`config.mk`:
```
export PLATFORM = sky130hd
export DESIGN_NAME = lsrc_div
export DESIGN_NICKNAME = d
export VERILOG_FILES = /design/src/rtl/lsrc_pkg.sv /design/src/rtl/lsrc_div.sv
export SDC_FILE = /design/constraint.sdc
export NUM_CORES = 1
export LEC_CHECK = 0
export BUFFER_PORTS_ARGS = -buffer_cell sky130_fd_sc_hd__buf_4
export CAP_MARGIN = 0
export CORE_MARGIN = 2
export CORE_UTILIZATION = 50
export DETAILED_ROUTE_END_ITERATION = 12
export GPL_TIMING_DRIVEN = 1
export MAX_ROUTING_LAYER = met4
export PLACE_DENSITY = 0.66
export SLEW_MARGIN = 25
export SYNTH_ARGS = -nofsm -noshare
export SYNTH_HDL_FRONTEND = slang
export SYNTH_SLANG_ARGS = --single-unit
```
`constraint.sdc`:
```
create_clock -name clk -period 7.4 [get_ports clk]
set_clock_uncertainty 0.2 [all_clocks]
set_input_delay 0.74 -clock clk [delete_from_list [all_inputs] [get_ports clk]]
set_output_delay 0.74 -clock clk [all_outputs]
set_load 0.01 [all_outputs]
```
`src/rtl/lsrc_pkg.sv`:
```
// Shared types and constants for the line segment rectangle clipper.
package lsrc_pkg;

	// Coordinate, difference and product widths inside the datapath
	localparam int CRD_W = 18;
	localparam int DIF_W = 19;
	localparam int PRD_W = 40;
	localparam int IN_W  = 16;
	localparam int MAX_W = 15;

	// Divider operand widths: quotient is always a clipped coordinate
	localparam int NUM_W = 34;
	localparam int DEN_W = 18;
	localparam int QUO_W = MAX_W;

	// Configuration register indexes
	localparam logic [0:0] REG_CLIP_X_MAX = 1'b0;
	localparam logic [0:0] REG_CLIP_Y_MAX = 1'b1;

	localparam logic [MAX_W-1:0] CLIP_MAX_RST = 15'd1023;

	typedef logic signed [CRD_W-1:0] crd_t;
	typedef logic signed [DIF_W-1:0] diff_t;
	typedef logic signed [PRD_W-1:0] prod_t;

	// One division: n / d, n >= 0, d > 0
	typedef struct packed {
		logic [NUM_W-1:0] n;
		logic [DEN_W-1:0] d;
	} div_in_t;

	// Work handed from the geometry stages to the dividers
	typedef struct packed {
		logic    visible;
		div_in_t sx;
		div_in_t sy;
		div_in_t ex;
		div_in_t ey;
	} clip_job_t;

endpackage

```
`src/rtl/lsrc_div.sv`:
```
// Pipelined restoring divider, one quotient bit per stage.
module lsrc_div import lsrc_pkg::*; (
	input  logic             clk,
	input  logic             en,
	input  div_in_t          op,
	output logic [QUO_W-1:0] quo
);

	logic [NUM_W-1:0] rem_s [QUO_W+1];
	logic [DEN_W-1:0] den_s [QUO_W+1];
	logic [QUO_W-1:0] quo_s [QUO_W+1];

	assign rem_s[0] = op.n;
	assign den_s[0] = op.d;
	assign quo_s[0] = '0;

	// Each stage resolves one quotient bit, MSB first
	for (genvar i = 0; i < QUO_W; i++) begin : g_step
		localparam int B = QUO_W - 1 - i;
		logic [NUM_W-1:0] trial;
		logic             ge;

		assign trial = NUM_W'(den_s[i]) << B;
		assign ge    = rem_s[i] >= trial;

		always_ff @(posedge clk) begin
			if (en) begin
				rem_s[i+1] <= ge ? rem_s[i] - trial : rem_s[i];
				den_s[i+1] <= den_s[i];
				quo_s[i+1] <= {quo_s[i][QUO_W-2:0], ge};
			end
		end
	end

	assign quo = quo_s[QUO_W];

endmodule

```
# Word-level counts from Yosys, hierarchy flattened
# Index checks and enable logic that the tools add are counted.
# totals
reg_bits	848
input_bits	54
out_inout_bits	15
word_cells	86
# op_classes
n_addsub	14
order_cmp	15
muxes	14
# ops
operator	count
34-bit two-way mux	14
34-bit by 18-bit >= comparator with 1-bit output	1
34-bit by 19-bit >= comparator with 1-bit output	1
34-bit by 20-bit >= comparator with 1-bit output	1
34-bit by 21-bit >= comparator with 1-bit output	1
34-bit by 22-bit >= comparator with 1-bit output	1
34-bit by 23-bit >= comparator with 1-bit output	1
34-bit by 24-bit >= comparator with 1-bit output	1
34-bit by 25-bit >= comparator with 1-bit output	1
34-bit by 26-bit >= comparator with 1-bit output	1
34-bit by 27-bit >= comparator with 1-bit output	1
34-bit by 28-bit >= comparator with 1-bit output	1
34-bit by 29-bit >= comparator with 1-bit output	1
34-bit by 30-bit >= comparator with 1-bit output	1
34-bit by 31-bit >= comparator with 1-bit output	1
34-bit by 32-bit >= comparator with 1-bit output	1
34-bit by 19-bit subtractor with 34-bit output	1
34-bit by 20-bit subtractor with 34-bit output	1
34-bit by 21-bit subtractor with 34-bit output	1
34-bit by 22-bit subtractor with 34-bit output	1
34-bit by 23-bit subtractor with 34-bit output	1
34-bit by 24-bit subtractor with 34-bit output	1
34-bit by 25-bit subtractor with 34-bit output	1
34-bit by 26-bit subtractor with 34-bit output	1
6 further kinds	6

# Depth between registers and ports, before layout
# Gate-level depths: netlist of run 1.
# logic_depth
depth_word	2
depth_mapped	15
depth_no_buf	14

# Least setup slack after synthesis of run 1
# OpenSTA, ideal clock, no wires.
# synth_timing
path_type	reg-to-reg
from	register rem_s[209] (netlist bit)
to	register rem_s[203] (netlist bit), data pin
setup_ps	258
arrival_ps	3063
t_required_ps	6942
path_slack_ps	3879
path_stages_with_launch	13
path_buffers	0
period_less_slack_ps	3521
path_cell_list	edfxtp_1 -> inv_1 -> ha_1 -> fa_1 -> nand2b_1 -> a21boi_0 -> o21ai_0 -> a211oi_1 -> a211o_1 -> a41o_1 -> a2111oi_1 -> nand3_1 -> xnor2_1
# synth_via
elab_chain_cells	2
elab_cells_between_ends	3
cone_classes	add/sub (1); order compare (1); mux (1)
# synth_rtl
item	line_no	text
from (decl)	lsrc_div.sv:9	logic [NUM_W-1:0] rem_s [QUO_W+1];
from (signal, indexed assignment)	lsrc_div.sv:28	rem_s[i+1] <= ge ? rem_s[i] - trial : rem_s[i];
34-bit by 23-bit subtractor with 34-bit output / 34-bit by 23-bit >= comparator with 1-bit output (equally long branches)	lsrc_div.sv:28, lsrc_div.sv:24	
34-bit two-way mux *	lsrc_div.sv:28	
# Mark *: on every way between the ends. The rest lies on a longest branch, timed or not.
# A chain may end at the register's enable or synchronous reset.

# Worst setup path after layout of run 1
# layout_timing
from	register rem_s[174] (netlist bit)
to	register rem_s[159] (netlist bit), data pin
# layout_via
elab_chain_cells	2
elab_cells_between_ends	3
cone_classes	add/sub (1); order compare (1); mux (1)
# layout_rtl
item	line_no
34-bit by 22-bit subtractor with 34-bit output / 34-bit by 22-bit >= comparator with 1-bit output (equally long branches)	lsrc_div.sv:28, lsrc_div.sv:24
34-bit two-way mux *	lsrc_div.sv:28
# Marked as above.

==> flow_metrics.py, run 1 <==
metrics = {
    "power": {
        "ir_worst_vdd_uv": 206,
        "leakage_uw": 0.0189,
        "power_density_nw_per_um2": 361,
    },
    "synthesis": {
        "synth_top_family_by_area": "compound AO/OA/AOI/OAI gates",
        "synth_compound_area_frac": 0.123,
        "synth_simple_gate_area_frac": 0.112,
        "yosys_warnings": 0,
        "synthMuxAreaShare": 0.00996,
        "async_reset_ff_frac": 0,
        "yosys.area_share.adder": 0.0827,
        "syn_nets": 4133,
        "seq_area_frac_synth": 0.576,
        "ys_types": 78,
        "synth-seq-cells": 848,
        "synth_edf_count": 848,
        "synth_area_um2": 44200,
        "synth-xor-area-share": 0.0582,
        "synthCells": 3795,
        "avgSynthCellArea_um2": 11.7,
        "ys.flop_type": "edfxtp_1",
    },
    "die": {
        "start_util": 0.503,
        "fp.coreArea_um2": 88000,
        "ios": 69,
        "die_width_um": 301,
        "die-area_um2": 90900,
        "rows": 109,
        "fp.dieH_um": 301,
    },
    "worst_setup_path": {
        "cp_max_fo": 23,
        "cp.arrival_ns": 5.11,
        "worstSetupPathType": "flip-flop to flip-flop",
        "cp_common_cell": "nor3_1",
        "critPathRequiredTime_ns": 7.61,
        "r2r_start": "rem_s[174]$_DFFE_PP_",
        "reg2reg_slack_ns": 2.49,
        "cp-end-kind": "flip-flop",
        "startpoint_type": "flip-flop",
        "cp_slowest_stage_delay_ns": 0.76,
        "ff2ff_path_depth": 13,
        "reg2reg_to": "rem_s[159]$_DFFE_PP_",
        "slowest_stage": "clkinv_1",
        "cp_num_buf_inv": 2,
        "path_cells": "inv_1, ha_1, fa_1, nor2b_1, o31a_1, nor3_1, o21ai_0, a311oi_1, o21a_1, clkinv_1, nand2b_1, nor3_1, xor2_1",
        "critPathTopFamily": "compound AO/OA/AOI/OAI gates",
    },
    "cells_and_area": {
        "n_antenna_cell": 0,
        "drive_gt1_frac": 0.0741,
        "final_cell_mix": "848 x edfxtp_1, 342 x inv_1, 307 x nand2_1",
        "layout.nets": 4231,
        "syn_to_final_growth_pct": 11.3,
        "final_common_cell": "edfxtp_1",
    },
    "timing": {
        "finalCriticalPeriod_ns": 4.91,
        "drv_slew": 0,
        "rsz0062_at_grt": "no",
        "layout_setup_ws_ns": 2.49,
        "holdWs_ns": 0.0730,
        "timing.fmax_mhz": 204,
        "hold_viol": 0,
        "slew-limit-headroom": 0.304,
        "fin_tns_setup_ns": 0,
        "tightest_slew_ns": 1.04,
        "setup_viol": 0,
        "fin_crit_sh": 0.663,
    },
    "global_routing": {
        "grt.overflow.total": 0,
        "grt.total_usage": 0.207,
        "busiest_layer": "met2",
        "antenna_found_initial": 0,
        "grt_pass1_vias": 28841,
        "grt_max_degree": 184,
        "gr-usage-met1": 0.195,
        "grt_use_met2": 0.409,
        "grt_first_pass_wirelength_mm": 144,
        "grtUsageMet3": 0.0228,
    },
    "place": {
        "port_buffers": 68,
        "dp_hpwl_mm": 67.5,
        "pre_cts_ws_ns": 2.39,
        "place_congestion": 0.908,
    },
    "clock_network": {
        "cts_buffer_depth": 3,
        "cts_inserted_buffers": 92,
        "clock_sinks": 848,
        "cts_root_buf": "clkbuf_16",
        "post_cts_buffers": 0,
        "clkLatencyLatePin_ns": 0.66,
        "cts_tree": "built",
        "ctsResizeCount": 0,
        "ctsHtreeMaxLevel": 3,
        "clk_pin_slew_ns": 0.06,
        "hold_buffers": 0,
    },
    "route": {
        "wl_mm": 90.7,
        "firstDrtPassIters": 6,
        "drt_iter0_markers": 1479,
        "via_count": 28355,
        "vias_per_cell": 5.52,
        "wl_per_cell_um": 17.7,
        "ant_nets": 0,
        "drc": 0,
    },
    "hold_path": {
        "whs_endpoint": "rem_s[480]$_DFFE_PP_",
        "hp-class": "input pin to flip-flop",
        "holdPathStages": 1,
        "hold_path_startpoint": "op[22]",
    },
    "status": {
        "outcome": "completed",
    },
    "flow_run": {
        "max-cap-violations": 0,
    },
}
-- worst max-delay path by stage --
| stage | start | end | depth (start not counted) |
|---|---|---|---|
| final | rem_s[174]$_DFFE_PP_ | rem_s[159]$_DFFE_PP_ | 13 |
| after global routing | rem_s[174]$_DFFE_PP_ | rem_s[159]$_DFFE_PP_ | 13 |
| after CTS | rem_s[174]$_DFFE_PP_ | rem_s[159]$_DFFE_PP_ | 13 |
| after detailed placement | rem_s[174]$_DFFE_PP_ | rem_s[159]$_DFFE_PP_ | 13 |
| after global placement | rem_s[174]$_DFFE_PP_ | rem_s[159]$_DFFE_PP_ | 13 |
| after floorplan | rem_s[209]$_DFFE_PP_ | rem_s[203]$_DFFE_PP_ | 12 |
-- area by class of cell --
type                       instances  area [µm²]
clock buffer                     106        2400
clock inverter                    65         769
fill                            7235       38700
inverter                         345        1290
multi-input combinational       2516       17100
sequential                       848       25500
tap                             1165        1460
timing repair buffer              90         741
-- synth_stat cells, types with 14 or more instances --
cell,n,share of area
o21bai_1,26,0.0044
nand3_1,62,0.0070
nor2_1,238,0.020
buf_4,17,0.0029
a21o_1,89,0.015
a21oi_1,251,0.028
nand2b_1,49,0.0069
or4_1,22,0.0037
nor3_1,68,0.0077
o211ai_1,14,0.0024
fa_1,14,0.0063
o21ai_0,280,0.032
xor2_1,164,0.032
o21a_1,39,0.0066
o31ai_1,32,0.0054
ha_1,270,0.076
a211oi_1,34,0.0058
nand4_1,40,0.0057
nor2b_1,42,0.0059
a31oi_1,20,0.0028
or3_1,23,0.0033
xnor2_1,130,0.026
clkbuf_1,63,0.0053
nor4_1,61,0.0086
nor4b_1,14,0.0028
inv_1,342,0.029
edfxtp_1,848,0.58
mux2_2,36,0.0092
nand2_1,308,0.026
-- worst reg2reg max path, cell delays in order (launching register included) --
cell and delay [ns]:
edfxtp_1 0.40, inv_1 0.08, ha_1 0.19, fa_1 0.23, nor2b_1 0.08, o31a_1 0.28, nor3_1 0.24, o21ai_0 0.28
a311oi_1 0.64, o21a_1 0.70, clkinv_1 0.76, nand2b_1 0.33, nor3_1 0.09, xor2_1 0.18
-- metal layers --
layer	share of wire	routed length, µm	vias up
li1	-	-	14182
met1	0.36	32300	13410
met2	0.57	51300	507
met3	0.027	2420	256
met4	0.052	4730	0
met5	0	0	-
-- sequential cells by signal, indices dropped and copies added, names as in the netlist --
| name | count |
|---|---|
| quo_s | 105 |
| quo | 15 |
| den_s | 252 |
| rem_s | 476 |
-- report_power, final --
| part | internal (µW) | switching [µW] |
|---|---|---|
| clock network | 2830 | 1910 |
| registers | 6660 | 628 |
| logic | 2450 | 3280 |
-- cells by family after synthesis --
group | count (synthesis)
multiplexers | 39
AND/OR/NAND/NOR | 1013
AO/OA/AOI/OAI | 886
adder cells (fa/ha/maj) | 284
XOR/XNOR | 294
flip-flops | 848
buffers and inverters | 431
-- metrics by stage --
step / instances / instance area [µm²] / total power [µW] / utilization
floorplan: 3795 / 44200 / 11500 / -
global placement: 4963 / 46000 / 13000 / 0.523
detailed placement: 4963 / 46000 / 13100 / 0.523
CTS: 5134 / 49200 / 17800 / 0.559
global route: 5135 / 49200 / 18800 / 0.560
finish: 5135 / 49200 / 17800 / 0.560
Power figures use the tool's default switching activity.
==> run 2, diff against run 1 <==
- PLACE_DENSITY: 0.66 -> 0.68
- clock period: 7.4 -> 4.2 ns (I/O delays scaled with it)
==> flow_metrics.py, run 2 (synthesis results as in run 1) <==
metrics = {
    "cells_and_area": {
        "largest_registers": "rem_s (476), den_s (252), quo_s (105)",
        "regMostFlops": "rem_s",
        "drive_gt1_frac": 0.0787,
        "syn_to_final_growth_pct": 12.7,
        "largest_reg_flops": 476,
        "layout.nets": 4317,
        "instances_no_fill": 5218,
        "final_common_cell": "edfxtp_1",
        "n_antenna_cell": 0,
        "final_cell_mix": "848 x edfxtp_1, 342 x inv_1, 308 x nand2_1",
    },
    "die": {
        "fp.dieH_um": 301,
        "die_width_um": 301,
        "fp.coreArea_um2": 88000,
        "rows": 109,
        "ios": 69,
        "start_util": 0.503,
        "die-area_um2": 90900,
    },
    "power": {
        "combPwrFrac": 0.331,
        "power_density_nw_per_um2": 619,
        "leakage_uw": 0.0192,
        "seqPwrFrac": 0.416,
        "intPower_uw": 20700,
        "p_switching_uw": 10200,
        "pwr-share-clk": 0.253,
        "ir_worst_vdd_uv": 392,
        "p_sw_frac": 0.330,
    },
    "global_routing": {
        "grt_max_degree": 157,
        "grt.total_usage": 0.206,
        "grt.overflow.total": 0,
        "grt_pass1_vias": 29059,
        "grt_first_pass_wirelength_mm": 143,
        "antenna_found_initial": 0,
    },
    "clock_network": {
        "post_cts_buffers": 0,
        "cts_root_buf": "clkbuf_16",
        "ctsResizeCount": 0,
        "clock_sinks": 848,
        "ctsHtreeMaxLevel": 3,
        "cts_tree": "built",
        "clkLatencyLatePin_ns": 0.65,
        "cts_inserted_buffers": 91,
        "cts_buffer_depth": 3,
        "hold_buffers": 52,
        "clk_pin_slew_ns": 0.06,
    },
    "worst_setup_path": {
        "slowest_stage": "edfxtp_1",
        "cp_max_fo": 17,
        "cp_slowest_stage_delay_ns": 0.42,
        "worstSetupPathType": "flip-flop to flip-flop",
        "critPathRequiredTime_ns": 4.38,
        "startpoint_type": "flip-flop",
        "cp-end-kind": "flip-flop",
        "path_cells": "ha_1, fa_1, nand2b_1, a211oi_1, o21ai_0, a31oi_1, o41a_1, nand3_1, nand2_1, buf_4, mux2_2",
        "cp.arrival_ns": 4.12,
    },
    "route": {
        "via_count": 28813,
        "firstDrtPassIters": 6,
        "vias_per_cell": 5.52,
        "ant_nets": 0,
        "drc": 0,
        "drt_iter0_markers": 1610,
        "wl_mm": 90.4,
        "wl_per_cell_um": 17.3,
    },
    "place": {
        "dp_hpwl_mm": 67.5,
        "port_buffers": 68,
        "placed_cells": 4999,
        "place_congestion": 0.938,
    },
    "timing": {
        "finalCriticalPeriod_ns": 3.94,
        "setup_viol": 0,
        "drv_slew": 0,
        "slew-limit-headroom": 0.389,
        "timing.fmax_mhz": 254,
        "fin_crit_sh": 0.938,
        "rsz0062_at_grt": "no",
        "hold_viol": 0,
        "fin_tns_setup_ns": 0,
        "tightest_slew_ns": 0.905,
    },
    "status": {
        "outcome": "completed",
    },
    "flow_run": {
        "max-cap-violations": 0,
    },
    "hold_path": {
        "hp-class": "input pin to flip-flop",
    },
}
-- run 2: cell type report --
type                       instances  area, µm²
timing repair buffer             177       1590
sequential                       848      25500
clock buffer                     113       2400
clock inverter                    54        532
fill                            7158      38100
inverter                         345       1290
tap                             1165       1460
multi-input combinational       2516      17100
-- run 2: final timing paths --
check / slack, ns / start / endpoint / depth (start not counted)
min reg2reg: 0.20 / quo_s[52]$_DFFE_PP_ / quo_s[38]$_DFFE_PP_ / 0
max: 0.26 / den_s[234]$_DFFE_PP_ / rem_s[424]$_DFFE_PP_ / 11
max reg2reg: 0.26 / den_s[234]$_DFFE_PP_ / rem_s[424]$_DFFE_PP_ / 11
min: 0.08 / en / den_s[195]$_DFFE_PP_ / 1
-- run 2: through the flow --
step	area [µm²]	power [µW]	hold WS [ns]	util	setup WS, ns
6_report	49800	30900	0.0826	0.567	0.259
4_1_cts	49800	31000	0.0670	0.567	0.285
5_1_grt	49800	32700	0.0819	0.567	0.0137
3_3_place_gp	46400	22900	0.201	0.527	0.317
2_1_floorplan	44200	20300	0.200	-	0.679
3_5_place_dp	46400	23100	0.205	0.527	0.321
-- run 2: layer usage --
| layer | GRT usage | routed length (µm) | vias up |
|---|---|---|---|
| met5 | - | 0 | - |
| met3 | 0.0251 | 2460 | 283 |
| met1 | 0.186 | 31600 | 13618 |
| met2 | 0.409 | 51300 | 585 |
| met4 | 0.108 | 5030 | 0 |
| li1 | - | - | 14327 |
-- run 2: critical path, delay by kind of cell, from the launching register on --
| family | cells | cell delay, ns |
|---|---|---|
| mux | 1 | 0.37 |
| flops | 1 | 0.42 |
| simple gates | 3 | 0.57 |
| buf+inv | 1 | 0.24 |
| fa+ha+maj | 2 | 0.66 |
| compound gates | 4 | 1.22 |
-- run 2: power groups by stage --
stage | clock (µW) | combinational, µW | sequential [µW]
after floorplan | 0 | 7740 | 12600
after global placement | 0 | 9970 | 13000
after detailed placement | 0 | 10100 | 13000
after CTS | 7970 | 10200 | 12800
after global routing | 8290 | 11400 | 13000
final | 7790 | 10200 | 12800
